<file path="src/design/tssm_pkg.sv">
// Package for the two-stack shared-memory block: request and status codes,
// controller/datapath command and status structs. No dependencies.
package tssm_pkg;

    localparam int DEPTH_DEF  = 16;
    localparam int WORD_W     = 32;
    localparam int MODE_W     = 3;
    localparam int STATUS_W   = 2;
    localparam int S_USER_W   = MODE_W;
    localparam int M_USER_W   = STATUS_W + 1;

    localparam logic [MODE_W-1:0] MODE_PUSH_A = 3'd0;
    localparam logic [MODE_W-1:0] MODE_PUSH_B = 3'd1;
    localparam logic [MODE_W-1:0] MODE_POP_A  = 3'd2;
    localparam logic [MODE_W-1:0] MODE_POP_B  = 3'd3;
    localparam logic [MODE_W-1:0] MODE_LIST   = 3'd4;

    localparam logic [STATUS_W-1:0] STAT_OK        = 2'd0;
    localparam logic [STATUS_W-1:0] STAT_OVERFLOW  = 2'd1;
    localparam logic [STATUS_W-1:0] STAT_UNDERFLOW = 2'd2;

    // what the latched request needs from the sequencer
    typedef enum logic [1:0] {
        KIND_NONE = 2'd0,
        KIND_DONE = 2'd1,
        KIND_READ = 2'd2
    } req_kind_t;

    typedef struct packed {
        logic take;
        logic exec;
        logic step;
        logic load;
    } dp_cmd_t;

    typedef struct packed {
        req_kind_t kind;
        logic      slot_free;
        logic      pend_last;
    } dp_stat_t;

endpackage

</file>
<file path="src/design/two_stacks_shared_memory_top.sv">
// Top level of the two-stack shared-memory block: sequencer plus datapath.
// Depends on tssm_pkg, tssm_ctrl and tssm_dp.
//
// Two LIFO stacks share one DEPTH-word memory, A growing up from word 0 and B
// down from word DEPTH-1. One request is handled at a time. A push, a refused
// request or an unused mode is taken and then executed or dropped before the next
// beat can be accepted; a pop adds a load of the read word into the output register;
// a list reads and loads its words one at a time, bounded by the single-port
// memory with its registered read and the one-beat output register (each word
// is read, then loaded into that register). Memory is not cleared at reset,
// so the block is ready right after reset. Output stalls can delay these steps.
module two_stacks_shared_memory_top #(
    parameter int DEPTH = tssm_pkg::DEPTH_DEF
) (
    input  logic                            aclk,
    input  logic                            aresetn,
    input  logic                            s_tvalid,
    output logic                            s_tready,
    input  logic [tssm_pkg::WORD_W-1:0]     s_tdata,   // [31:0] push_value
    input  logic [tssm_pkg::S_USER_W-1:0]   s_tuser,   // [2:0] mode
    output logic                            m_tvalid,
    input  logic                            m_tready,
    output logic [tssm_pkg::WORD_W-1:0]     m_tdata,   // [31:0] data_out
    output logic [tssm_pkg::M_USER_W-1:0]   m_tuser,   // [1:0] status, [2] from_b
    output logic                            m_tlast
);
    import tssm_pkg::*;

    dp_cmd_t  cmd;
    dp_stat_t stat;

    tssm_ctrl u_ctrl (
        .aclk     (aclk),
        .aresetn  (aresetn),
        .s_tvalid (s_tvalid),
        .s_tready (s_tready),
        .stat     (stat),
        .cmd      (cmd)
    );

    tssm_dp #(
        .DEPTH (DEPTH)
    ) u_dp (
        .aclk     (aclk),
        .aresetn  (aresetn),
        .cmd      (cmd),
        .stat     (stat),
        .s_tdata  (s_tdata),
        .s_tuser  (s_tuser),
        .m_tvalid (m_tvalid),
        .m_tready (m_tready),
        .m_tdata  (m_tdata),
        .m_tuser  (m_tuser),
        .m_tlast  (m_tlast)
    );

endmodule

</file>
<file path="src/design/tssm_ctrl.sv">
// Sequencer for the two-stack block: accepts a request, runs it through the
// datapath and walks list requests. Depends on tssm_pkg.
module tssm_ctrl (
    input  logic              aclk,
    input  logic              aresetn,
    input  logic              s_tvalid,
    output logic              s_tready,
    input  tssm_pkg::dp_stat_t stat,
    output tssm_pkg::dp_cmd_t  cmd
);
    import tssm_pkg::*;

    typedef enum logic [3:0] {
        S_IDLE = 4'b0001,
        S_EXEC = 4'b0010,
        S_RD   = 4'b0100,
        S_WALK = 4'b1000
    } state_t;

    state_t state_reg, state_next;

    always_comb begin
        state_next = state_reg;
        cmd        = '0;
        s_tready   = 1'b0;
        unique case (state_reg)
            S_IDLE: begin
                s_tready = 1'b1;
                if (s_tvalid) begin
                    cmd.take   = 1'b1;
                    state_next = S_EXEC;
                end
            end
            S_EXEC: begin
                if (stat.kind == KIND_NONE) begin
                    state_next = S_IDLE;
                end else if (stat.slot_free) begin
                    cmd.exec   = 1'b1;
                    state_next = (stat.kind == KIND_READ) ? S_RD : S_IDLE;
                end
            end
            S_RD: begin
                cmd.load   = 1'b1;
                state_next = stat.pend_last ? S_IDLE : S_WALK;
            end
            S_WALK: begin
                if (stat.slot_free) begin
                    cmd.step   = 1'b1;
                    state_next = S_RD;
                end
            end
            default: state_next = S_IDLE;
        endcase
    end

    always_ff @(posedge aclk) begin
        if (!aresetn) begin
            state_reg <= S_IDLE;
        end else begin
            state_reg <= state_next;
        end
    end

`ifndef NO_ASSERTIONS
    a_rd_follows_read: assert property (@(posedge aclk) disable iff (!aresetn)
        (cmd.exec && stat.kind == KIND_READ) || cmd.step |=> cmd.load)
        else $error("read issued without a load next cycle");
    a_no_take_busy: assert property (@(posedge aclk) disable iff (!aresetn)
        cmd.take |=> !s_tready)
        else $error("second request taken while one is open");
    a_one_cmd: assert property (@(posedge aclk) disable iff (!aresetn)
        $onehot0({cmd.take, cmd.exec, cmd.step, cmd.load}))
        else $error("overlapping datapath commands");
`endif

endmodule

</file>
<file path="src/design/tssm_dp.sv">
// Datapath for the two-stack block: shared word memory, stack counts, list
// walk pointer and output register. Depends on tssm_pkg.
module tssm_dp #(
    parameter int DEPTH = tssm_pkg::DEPTH_DEF
) (
    input  logic                            aclk,
    input  logic                            aresetn,
    input  tssm_pkg::dp_cmd_t               cmd,
    output tssm_pkg::dp_stat_t              stat,
    input  logic [tssm_pkg::WORD_W-1:0]     s_tdata,
    input  logic [tssm_pkg::S_USER_W-1:0]   s_tuser,
    output logic                            m_tvalid,
    input  logic                            m_tready,
    output logic [tssm_pkg::WORD_W-1:0]     m_tdata,
    output logic [tssm_pkg::M_USER_W-1:0]   m_tuser,
    output logic                            m_tlast
);
    import tssm_pkg::*;

    localparam int AW = $clog2(DEPTH);
    localparam int CW = $clog2(DEPTH + 1);

    logic [WORD_W-1:0] mem [DEPTH];

    logic [MODE_W-1:0]   mode_reg;
    logic [WORD_W-1:0]   value_reg;
    logic [CW-1:0]       count_a_reg, count_a_next;
    logic [CW-1:0]       count_b_reg, count_b_next;
    logic [AW-1:0]       ptr_reg, ptr_next;
    logic                phase_b_reg, phase_b_next;
    logic                pend_b_reg, pend_b_next;
    logic                pend_last_reg, pend_last_next;
    logic [WORD_W-1:0]   rdata_reg;

    logic                out_valid_reg;
    logic [STATUS_W-1:0] out_status_reg;
    logic [WORD_W-1:0]   out_data_reg;
    logic                out_from_b_reg;
    logic                out_last_reg;

    logic                full, a_empty, b_empty;
    logic [AW-1:0]       top_a, free_b, base_b;
    logic                wr_en, rd_en, out_load, out_from_b;
    logic [AW-1:0]       wr_addr, rd_addr;
    logic [STATUS_W-1:0] out_status;
    req_kind_t           kind;

    assign full    = ({1'b0, count_a_reg} + {1'b0, count_b_reg}) >= (CW + 1)'(DEPTH);
    assign a_empty = (count_a_reg == '0);
    assign b_empty = (count_b_reg == '0);
    assign top_a   = AW'(count_a_reg - CW'(1));
    assign free_b  = AW'(CW'(DEPTH - 1) - count_b_reg);
    assign base_b  = AW'(CW'(DEPTH) - count_b_reg);

    always_comb begin
        unique case (mode_reg)
            MODE_PUSH_A, MODE_PUSH_B: kind = KIND_DONE;
            MODE_POP_A, MODE_LIST:    kind = a_empty ? KIND_DONE : KIND_READ;
            MODE_POP_B:               kind = b_empty ? KIND_DONE : KIND_READ;
            default:                  kind = KIND_NONE;
        endcase
    end

    always_comb begin
        count_a_next   = count_a_reg;
        count_b_next   = count_b_reg;
        ptr_next       = ptr_reg;
        phase_b_next   = phase_b_reg;
        pend_b_next    = pend_b_reg;
        pend_last_next = pend_last_reg;
        wr_en          = 1'b0;
        wr_addr        = AW'(count_a_reg);
        rd_en          = 1'b0;
        rd_addr        = ptr_reg;
        out_load       = 1'b0;
        out_status     = STAT_OK;
        out_from_b     = 1'b0;
        if (cmd.exec) begin
            unique case (mode_reg)
                MODE_PUSH_A: begin
                    out_load = 1'b1;
                    if (full) begin
                        out_status = STAT_OVERFLOW;
                    end else begin
                        wr_en        = 1'b1;
                        count_a_next = count_a_reg + CW'(1);
                    end
                end
                MODE_PUSH_B: begin
                    out_load   = 1'b1;
                    out_from_b = 1'b1;
                    wr_addr    = free_b;
                    if (full) begin
                        out_status = STAT_OVERFLOW;
                    end else begin
                        wr_en        = 1'b1;
                        count_b_next = count_b_reg + CW'(1);
                    end
                end
                MODE_POP_A: begin
                    if (a_empty) begin
                        out_load   = 1'b1;
                        out_status = STAT_UNDERFLOW;
                    end else begin
                        count_a_next   = count_a_reg - CW'(1);
                        rd_en          = 1'b1;
                        rd_addr        = top_a;
                        pend_b_next    = 1'b0;
                        pend_last_next = 1'b1;
                    end
                end
                MODE_POP_B: begin
                    out_from_b = 1'b1;
                    if (b_empty) begin
                        out_load   = 1'b1;
                        out_status = STAT_UNDERFLOW;
                    end else begin
                        count_b_next   = count_b_reg - CW'(1);
                        rd_en          = 1'b1;
                        rd_addr        = base_b;
                        pend_b_next    = 1'b1;
                        pend_last_next = 1'b1;
                    end
                end
                MODE_LIST: begin
                    if (a_empty) begin
                        out_load   = 1'b1;
                        out_status = STAT_UNDERFLOW;
                    end else begin
                        rd_en          = 1'b1;
                        rd_addr        = top_a;
                        ptr_next       = top_a;
                        phase_b_next   = 1'b0;
                        pend_b_next    = 1'b0;
                        pend_last_next = (count_a_reg == CW'(1)) && b_empty;
                    end
                end
                default: ;
            endcase
        end else if (cmd.step) begin
            rd_en = 1'b1;
            if (!phase_b_reg && ptr_reg == '0) begin
                // A exhausted, continue at B's top
                rd_addr        = base_b;
                phase_b_next   = 1'b1;
                pend_last_next = (base_b == AW'(DEPTH - 1));
            end else if (!phase_b_reg) begin
                rd_addr        = ptr_reg - AW'(1);
                pend_last_next = (rd_addr == '0) && b_empty;
            end else begin
                rd_addr        = ptr_reg + AW'(1);
                pend_last_next = (rd_addr == AW'(DEPTH - 1));
            end
            ptr_next    = rd_addr;
            pend_b_next = phase_b_next;
        end
    end

    always_ff @(posedge aclk) begin
        if (cmd.take) begin
            mode_reg  <= s_tuser;
            value_reg <= s_tdata;
        end
        if (wr_en) begin
            mem[wr_addr] <= value_reg;
        end
        if (rd_en) begin
            rdata_reg <= mem[rd_addr];
        end
        ptr_reg       <= ptr_next;
        phase_b_reg   <= phase_b_next;
        pend_b_reg    <= pend_b_next;
        pend_last_reg <= pend_last_next;
        if (out_load) begin
            out_status_reg <= out_status;
            out_data_reg   <= '0;
            out_from_b_reg <= out_from_b;
            out_last_reg   <= 1'b1;
        end else if (cmd.load) begin
            out_status_reg <= STAT_OK;
            out_data_reg   <= rdata_reg;
            out_from_b_reg <= pend_b_reg;
            out_last_reg   <= pend_last_reg;
        end
    end

    always_ff @(posedge aclk) begin
        if (!aresetn) begin
            count_a_reg   <= '0;
            count_b_reg   <= '0;
            out_valid_reg <= 1'b0;
        end else begin
            count_a_reg <= count_a_next;
            count_b_reg <= count_b_next;
            if (out_load || cmd.load) begin
                out_valid_reg <= 1'b1;
            end else if (m_tready) begin
                out_valid_reg <= 1'b0;
            end
        end
    end

    assign stat.kind      = kind;
    assign stat.slot_free = !out_valid_reg || m_tready;
    assign stat.pend_last = pend_last_reg;

    assign m_tvalid = out_valid_reg;
    assign m_tdata  = out_data_reg;
    assign m_tuser  = {out_from_b_reg, out_status_reg};
    assign m_tlast  = out_last_reg;

`ifndef NO_ASSERTIONS
    a_count_bound: assert property (@(posedge aclk) disable iff (!aresetn)
        ({1'b0, count_a_reg} + {1'b0, count_b_reg}) <= (CW + 1)'(DEPTH))
        else $error("stack counts exceed memory depth");
    a_load_slot: assert property (@(posedge aclk) disable iff (!aresetn)
        cmd.load |-> !out_valid_reg)
        else $error("read word loaded over a pending beat");
    a_exec_slot: assert property (@(posedge aclk) disable iff (!aresetn)
        (cmd.exec || cmd.step) |-> (!out_valid_reg || m_tready))
        else $error("request executed while output slot busy");
`endif

endmodule

</file>
<file path="config.mk">
export PLATFORM = sky130hd
export DESIGN_NAME = two_stacks_shared_memory_top
export DESIGN_NICKNAME = d
export VERILOG_FILES = /design/src/design/tssm_pkg.sv /design/src/design/two_stacks_shared_memory_top.sv /design/src/design/tssm_ctrl.sv /design/src/design/tssm_dp.sv
export SDC_FILE = /design/constraint.sdc
export NUM_CORES = 1
export LEC_CHECK = 0
export ABC_AREA = 1
export BUFFER_PORTS_ARGS = -buffer_cell sky130_fd_sc_hd__buf_4
export CAP_MARGIN = 20
export CORE_ASPECT_RATIO = 0.75
export CORE_MARGIN = 3
export CORE_UTILIZATION = 40
export CTS_BUF_LIST = sky130_fd_sc_hd__clkbuf_4
export DETAILED_ROUTE_END_ITERATION = 6
export GPL_ROUTABILITY_DRIVEN = 1
export SYNTH_ARGS = -nofsm -noshare
export SYNTH_HDL_FRONTEND = slang
export SYNTH_SLANG_ARGS = --single-unit
</file>
<file path="constraint.sdc">
create_clock -name aclk -period 5.3 [get_ports aclk]
set_clock_uncertainty 0.15 [all_clocks]
set_input_delay 0 -clock aclk [delete_from_list [all_inputs] [get_ports aclk]]
set_output_delay 0 -clock aclk [all_outputs]
set_load 0.1 [all_outputs]
</file>
# Word-level counts from Yosys, hierarchy flattened
# Memory sizes are Yosys's and may differ from the RTL's. A register that Yosys moved wholly into a read port is not among the register bits.
# Index checks and enable logic that the tools add are counted.
word_totals:
  ff_bits: 93
  latch_bits: 0
  ram_bits: 512
  rom_bits: 0
  inputBits: 39
  output_inout_bits: 38
  elab_cells: 156
  mem_count: 1
mem_list:
  columns: ["memory", "words", "width", "rd", "rd_ports_with_merged_regs", "write_ports", "line", "source"]
  rows:
  - ["u_dp.mem", 16, 32, 1, 1, 1, "tssm_dp.sv:23", "logic [WORD_W-1:0] mem [DEPTH];"]
op_classes:
  addsub: 9
  mul: 0
  div: 0
  n_lt_le_gt_ge: 1
  n_eq_ne: 27
  shift: 0
  n_mux: 77
  bitwise: 0
  reduce_logical: 27
ops:
  columns: ["cell", "n"]
  rows:
  - ["$mux W4", 15]
  - ["$mux W1", 40]
  - ["$mux W5", 4]
  - ["$pmux W5 S2", 2]
  - ["$pmux W4 S4", 1]
  - ["$mux W2", 7]
  - ["$ne A2 B2 Y1 const B", 7]
  - ["$eq A4 B4 Y1 const B", 3]
  - ["$ne A3 B3 Y1 const B", 4]
  - ["$pmux W2 S3", 2]
  - ["$reduce_and A4 Y1", 3]
  - ["$add A5 B1 Y5 const B", 2]
  - ["$logic_not A5 Y1", 2]
  - ["$reduce_bool A2 Y1", 5]
  - ["$sub A5 B1 Y5 const B", 2]
  - ["$logic_not A4 Y1", 2]
  - ["$pmux W4 S2", 1]
  - ["$add A5 B5 Y6", 1]
  - ["$eq A3 B2 Y1 const B", 2]
  - ["$ge A6 B5 Y1 const B", 1]
  - ["$ne A3 B2 Y1 const B", 2]
  - ["$pmux W1 S3", 2]
  - ["$reduce_and A3 Y1", 2]
  - ["$reduce_or A2 Y1", 3]
  - ["21 further kinds", 26]

# Longest topological paths before layout
depth:
  depth_word: 9
  mapped_depth: 18
  depth_no_buf: 16

# Cells and area by module
# Synthesis repeated with hierarchy kept, for this count alone.
hier_totals:
  hier_cells: 2608
  area_unflattened_um2: 27690.3
modules_own_cells:
  columns: ["mod", "n_inst", "cells_per_inst", "area_each_um2", "seq_area_each_um2"]
  rows:
  - ["tssm_dp", 1, 2549, 27347.5, 18567.8]
  - ["tssm_ctrl", 1, 59, 342.8, 80.1]

# Worst setup path before layout
# Ideal clock, no wire load.
synth_path:
  path_type: "reg2reg"
  start: "reg u_ctrl.state_reg[3]"
  end: "reg u_dp.mode_reg[0] (enable)"
  setup_ns: 0.390
  arrival_ns: 3.646
  t_required_ns: 4.760
  slack_ns: 1.114
  path_stages_with_launch: 6
  path_buffers: 0
  period_less_slack_ns: 4.186
  path_cell_list: "dfxtp_1 inv_2 nand2_1 nor3_1 nand2_1 inv_1"
synth_lines:
  columns: ["element", "line", "source"]
  rows:
  - ["from (decl)", "tssm_ctrl.sv:20", "state_t state_reg, state_next;"]
  - ["from (signal assigned)", "tssm_ctrl.sv:60", "state_reg <= state_next;"]
  - ["to (signal assigned)", "tssm_dp.sv:161", "mode_reg <= s_tuser;"]
  - ["to (decl)", "tssm_dp.sv:25", "logic [MODE_W-1:0] mode_reg;"]

# Final worst setup path
layout_path:
  start: "reg u_dp.mode_reg[1]"
  end: "mem u_dp.mem[2][25] (enable)"
layout_between:
  elab_chain_cells: 9
  elab_cells_between_ends: 17
  classes_between: "eq/ne (4); mux (9); reduce/logical (4)"
layout_lines:
  columns: ["element", "line", "source"]
  rows:
  - ["$eq A3 B2 Y1 (tied with other cells)", "tssm_dp.sv:56", "unique case (mode_reg)"]
  - ["$reduce_or A2 Y1 (no line)", null, null]
  - ["$pmux W2 S3", "tssm_dp.sv:56", null]
  - ["$logic_not A2 Y1", "tssm_ctrl.sv:35", "if (stat.kind == KIND_NONE) begin"]
  - ["$mux W1", "tssm_ctrl.sv:35", null]
  - ["$mux W1", "tssm_ctrl.sv:26", "unique case (state_reg)"]
  - ["$mux W1", "tssm_dp.sv:78", "if (cmd.exec) begin"]
  - ["$mux W1", "tssm_dp.sv:164", "if (wr_en) begin"]
  - ["$mux W1 (not written as such)", "tssm_dp.sv:165", "mem[wr_addr] <= value_reg;"]
  - ["to (decl)", "tssm_dp.sv:23", null]
# Parallel ways exist; a longest one is shown, timed or not.

==> results.yml <==
synth:
  synth_seq_cells: 637
  synth_area_mm2: 0.02621
  yosysSeqAreaShare_pct: 71.15
  syn_avg_cell_area_um2: 11.67
  synthCells: 2246
  ys.warnings.count: 0
  synthDistinctLibCells: 38
  syn-num-nets: 2304
setup_path:
  cp.arrival_ns: 4.52
  r2r-end: "u_dp.mem[2][25]$_DFFE_PP_"
  r2r_setup_slack_ns: 1.28
  crit_start: "u_dp.mode_reg[1]$_DFFE_PP_"
  reg2regPathDepth: 12
  crit_path_top_delay_cell: "nor2_4"
  worstPathMaxFanout: 25
  cp_num_buf_inv: 2
  critical_path_class: "register to register"
  critical_path.top_delay_family: "simple AND/OR/NAND/NOR gates"
  worstSetupStartpointType: "register"
  critPathMaxStageDelay_ns: 0.89
  end_kind: "register"
  reg2reg_from: "u_dp.mode_reg[1]$_DFFE_PP_"
  crit_chain: "o21ai_1, nand2_1, nor2_2, buf_4, nand2_1, nor2_1, nand2_1, o21a_1, nor2_1, nand2_1, nor2_4, buf_4"
  required_ns: 5.80
  path_common_cell: "nand2_1"
sta:
  min_period_ns: 4.022
  max-slew-margin-rel_pct: 23.12
  tightest_slew_ns: 1.153
  setup-violations-final: 0
  hold_ws_ns: 0.1335
  tns_ns: 0
  fmax_ghz: 0.2486
  fin_crit_sh_pct: 75.89
  drv_slew: 0
  finalHoldViolations: 0
  grt_setup_unrepaired: "false"
place:
  dp_hpwl_um: 41900
  gp_congestion: 0.8374
  port_buffers: 76
  placed_cell_area_mm2: 0.02779
grt:
  grt_pass1_vias: 18290
  grt-ovfl-total: 0
  grt_max_degree: 214
  antenna_found_initial: 3
  track_usage_pct: 21.82
  grt_pass1_wl_um: 112300
drt:
  wl_um: 74450
  wl_per_cell_um: 21.59
  dr.pass1.iters: 6
  drtIter0Drc: 1823
  drc: 0
  ant_nets: 0
  routed_via_density: 5.403
  vias: 18640
power_and_ir_drop:
  p_leak_uw: 0.01139
  power_density_mw_per_mm2: 438.8
  ir_drop_mv: 0.5567
worst_hold_path:
  worstHoldPathCells: 3
  worstHoldStart: "s_tdata[23]"
  holdPathEnd: "u_dp.value_reg[23]$_DFFE_PP_"
  hold_class: "input pin to register"
clocking:
  clock_path_buffers: 3
  cts_setup_buffers: 0
  cts.repair.resized: 0
  htreeDepth: 4
  path_clk_slew_ns: 0.07
  clkLatencyLatePin_ns: 0.97
  cts_tree: "yes"
  numCtsBuffers: 159
  clock_sinks: 637
  cts-root-buf: "clkbuf_4"
cells_and_area:
  stdcell_area_mm2: 0.03069
  area_growth_pct: 17.08
  fin_util_pct: 47.75
  drive_gt1_share_pct: 16.09
  fillers: 5884
  largest_reg_flops: 512
  regMostFlops: "u_dp.mem"
  final_nets: 2522
job:
  maxCapViolations: 0
floorplanning:
  ioPinCount: 77
  rows: 80
  die_h_um: 227.7
  core_area_mm2: 0.06426
  die_w_um: 301.6
  dieArea_mm2: 0.06867
  initial_core_util_pct: 40.79
run_status:
  status: "finished, final reports clean"
worst min-delay path, delay by kind of cell:
family                 cells  cell delay (ns)
buffers and inverters      3             1.13
where the power goes:
group          total [uW]  internal [uW]  switching [uW]
Clock                4300           2280            2020
Combinational        3280            915            2360
Sequential           5880           5700             183
cell usage in the layout (no fill, tap or decap), drive strengths merged, types with 2 or more instances in the layout:
cell / count
o21a: 5
xor2: 8
a41oi: 2
clkbuf: 235
bufinv: 5
nand3: 662
clkinv: 37
nor3: 8
inv: 56
o221ai: 3
nor2: 55
dfxtp: 48
buf: 124
o21ai: 27
xnor2: 5
a21oi: 52
dlygate4sd3: 79
nand2: 553
nand4: 6
o211ai: 2
ha: 18
diode: 2
edfxtp: 589
cell usage after synthesis (all sizes together):
library cell / instances / area share, %
a211o: 1 / 0.033
a21oi: 52 / 0.99
a31oi: 1 / 0.024
a41oi: 2 / 0.067
buf: 133 / 2.7
clkbuf: 13 / 0.20
clkinv: 1 / 0.014
dfxtp: 48 / 3.7
edfxtp: 589 / 67
fa: 1 / 0.076
ha: 18 / 0.86
inv: 50 / 0.72
mux2i: 1 / 0.038
nand2: 553 / 7.9
nand3: 662 / 13
nand4: 6 / 0.17
nor2: 55 / 0.88
nor3: 8 / 0.17
nor4: 1 / 0.024
o211ai: 2 / 0.057
o21a: 5 / 0.14
o21ai: 27 / 0.52
o221ai: 3 / 0.10
or2: 1 / 0.024
xnor2: 5 / 0.17
xor2: 8 / 0.27
layout make-up:
cell class	instances	area (um^2)	share of cell area, %
Sequential cell	637	18650	60.77
Multi-Input combinational cell	1412	6818	22.22
Timing Repair Buffer	203	1847	6.018
Clock buffer	235	1764	5.749
Tap cell	861	1077	3.511
Clock inverter	48	336.6	1.097
Inverter	51	191.4	0.6238
Antenna cell	2	5.005	0.01631
kinds of logic after synthesis:
group	after synthesis	share of synthesized area (%)
buf+inv	197	3.633
xor+xnor	13	0.4344
compound gates	93	1.933
fa+ha+maj	19	0.9357
flops	637	71.15
mux	1	0.03819
simple gates	1286	21.88
worst max path at each step:
stage | to | depth (start not counted)
2_1_floorplan | u_dp.mode_reg[0]$_DFFE_PP_ | 5
3_3_place_gp | u_dp.mem[3][26]$_DFFE_PP_ | 12
3_5_place_dp | u_dp.mem[2][27]$_DFFE_PP_ | 12
4_1_cts | u_dp.mem[2][25]$_DFFE_PP_ | 12
5_1_grt | u_dp.mem[2][27]$_DFFE_PP_ | 12
6_report | u_dp.mem[2][25]$_DFFE_PP_ | 12
layer usage:
metal | up-vias | GRT usage (%) | share of wire [%]
met2 | 887 | 31.60 | 43
met1 | 9085 | 31.26 | 45
met4 | 0 | 6.920 | 1.6
li1 | 8575 | - | -
met3 | 89 | 7.074 | 11
met5 | - | 0 | 0
through the flow:
step	power, uW	setup WS [ns]	instances
4_1_cts	13560	1.335	3447
3_3_place_gp	9188	1.330	3084
5_1_grt	14160	1.002	3448
6_report	13470	1.278	3449
3_5_place_dp	9206	1.361	3085
2_1_floorplan	8316	1.114	2246
timing repair:
item,in CTS,in global routing
endpoints found under the setup margin,0,0
hold buffers,79,0
endpoints found under the hold margin,100,0
(Power assumes the default switching activity.)
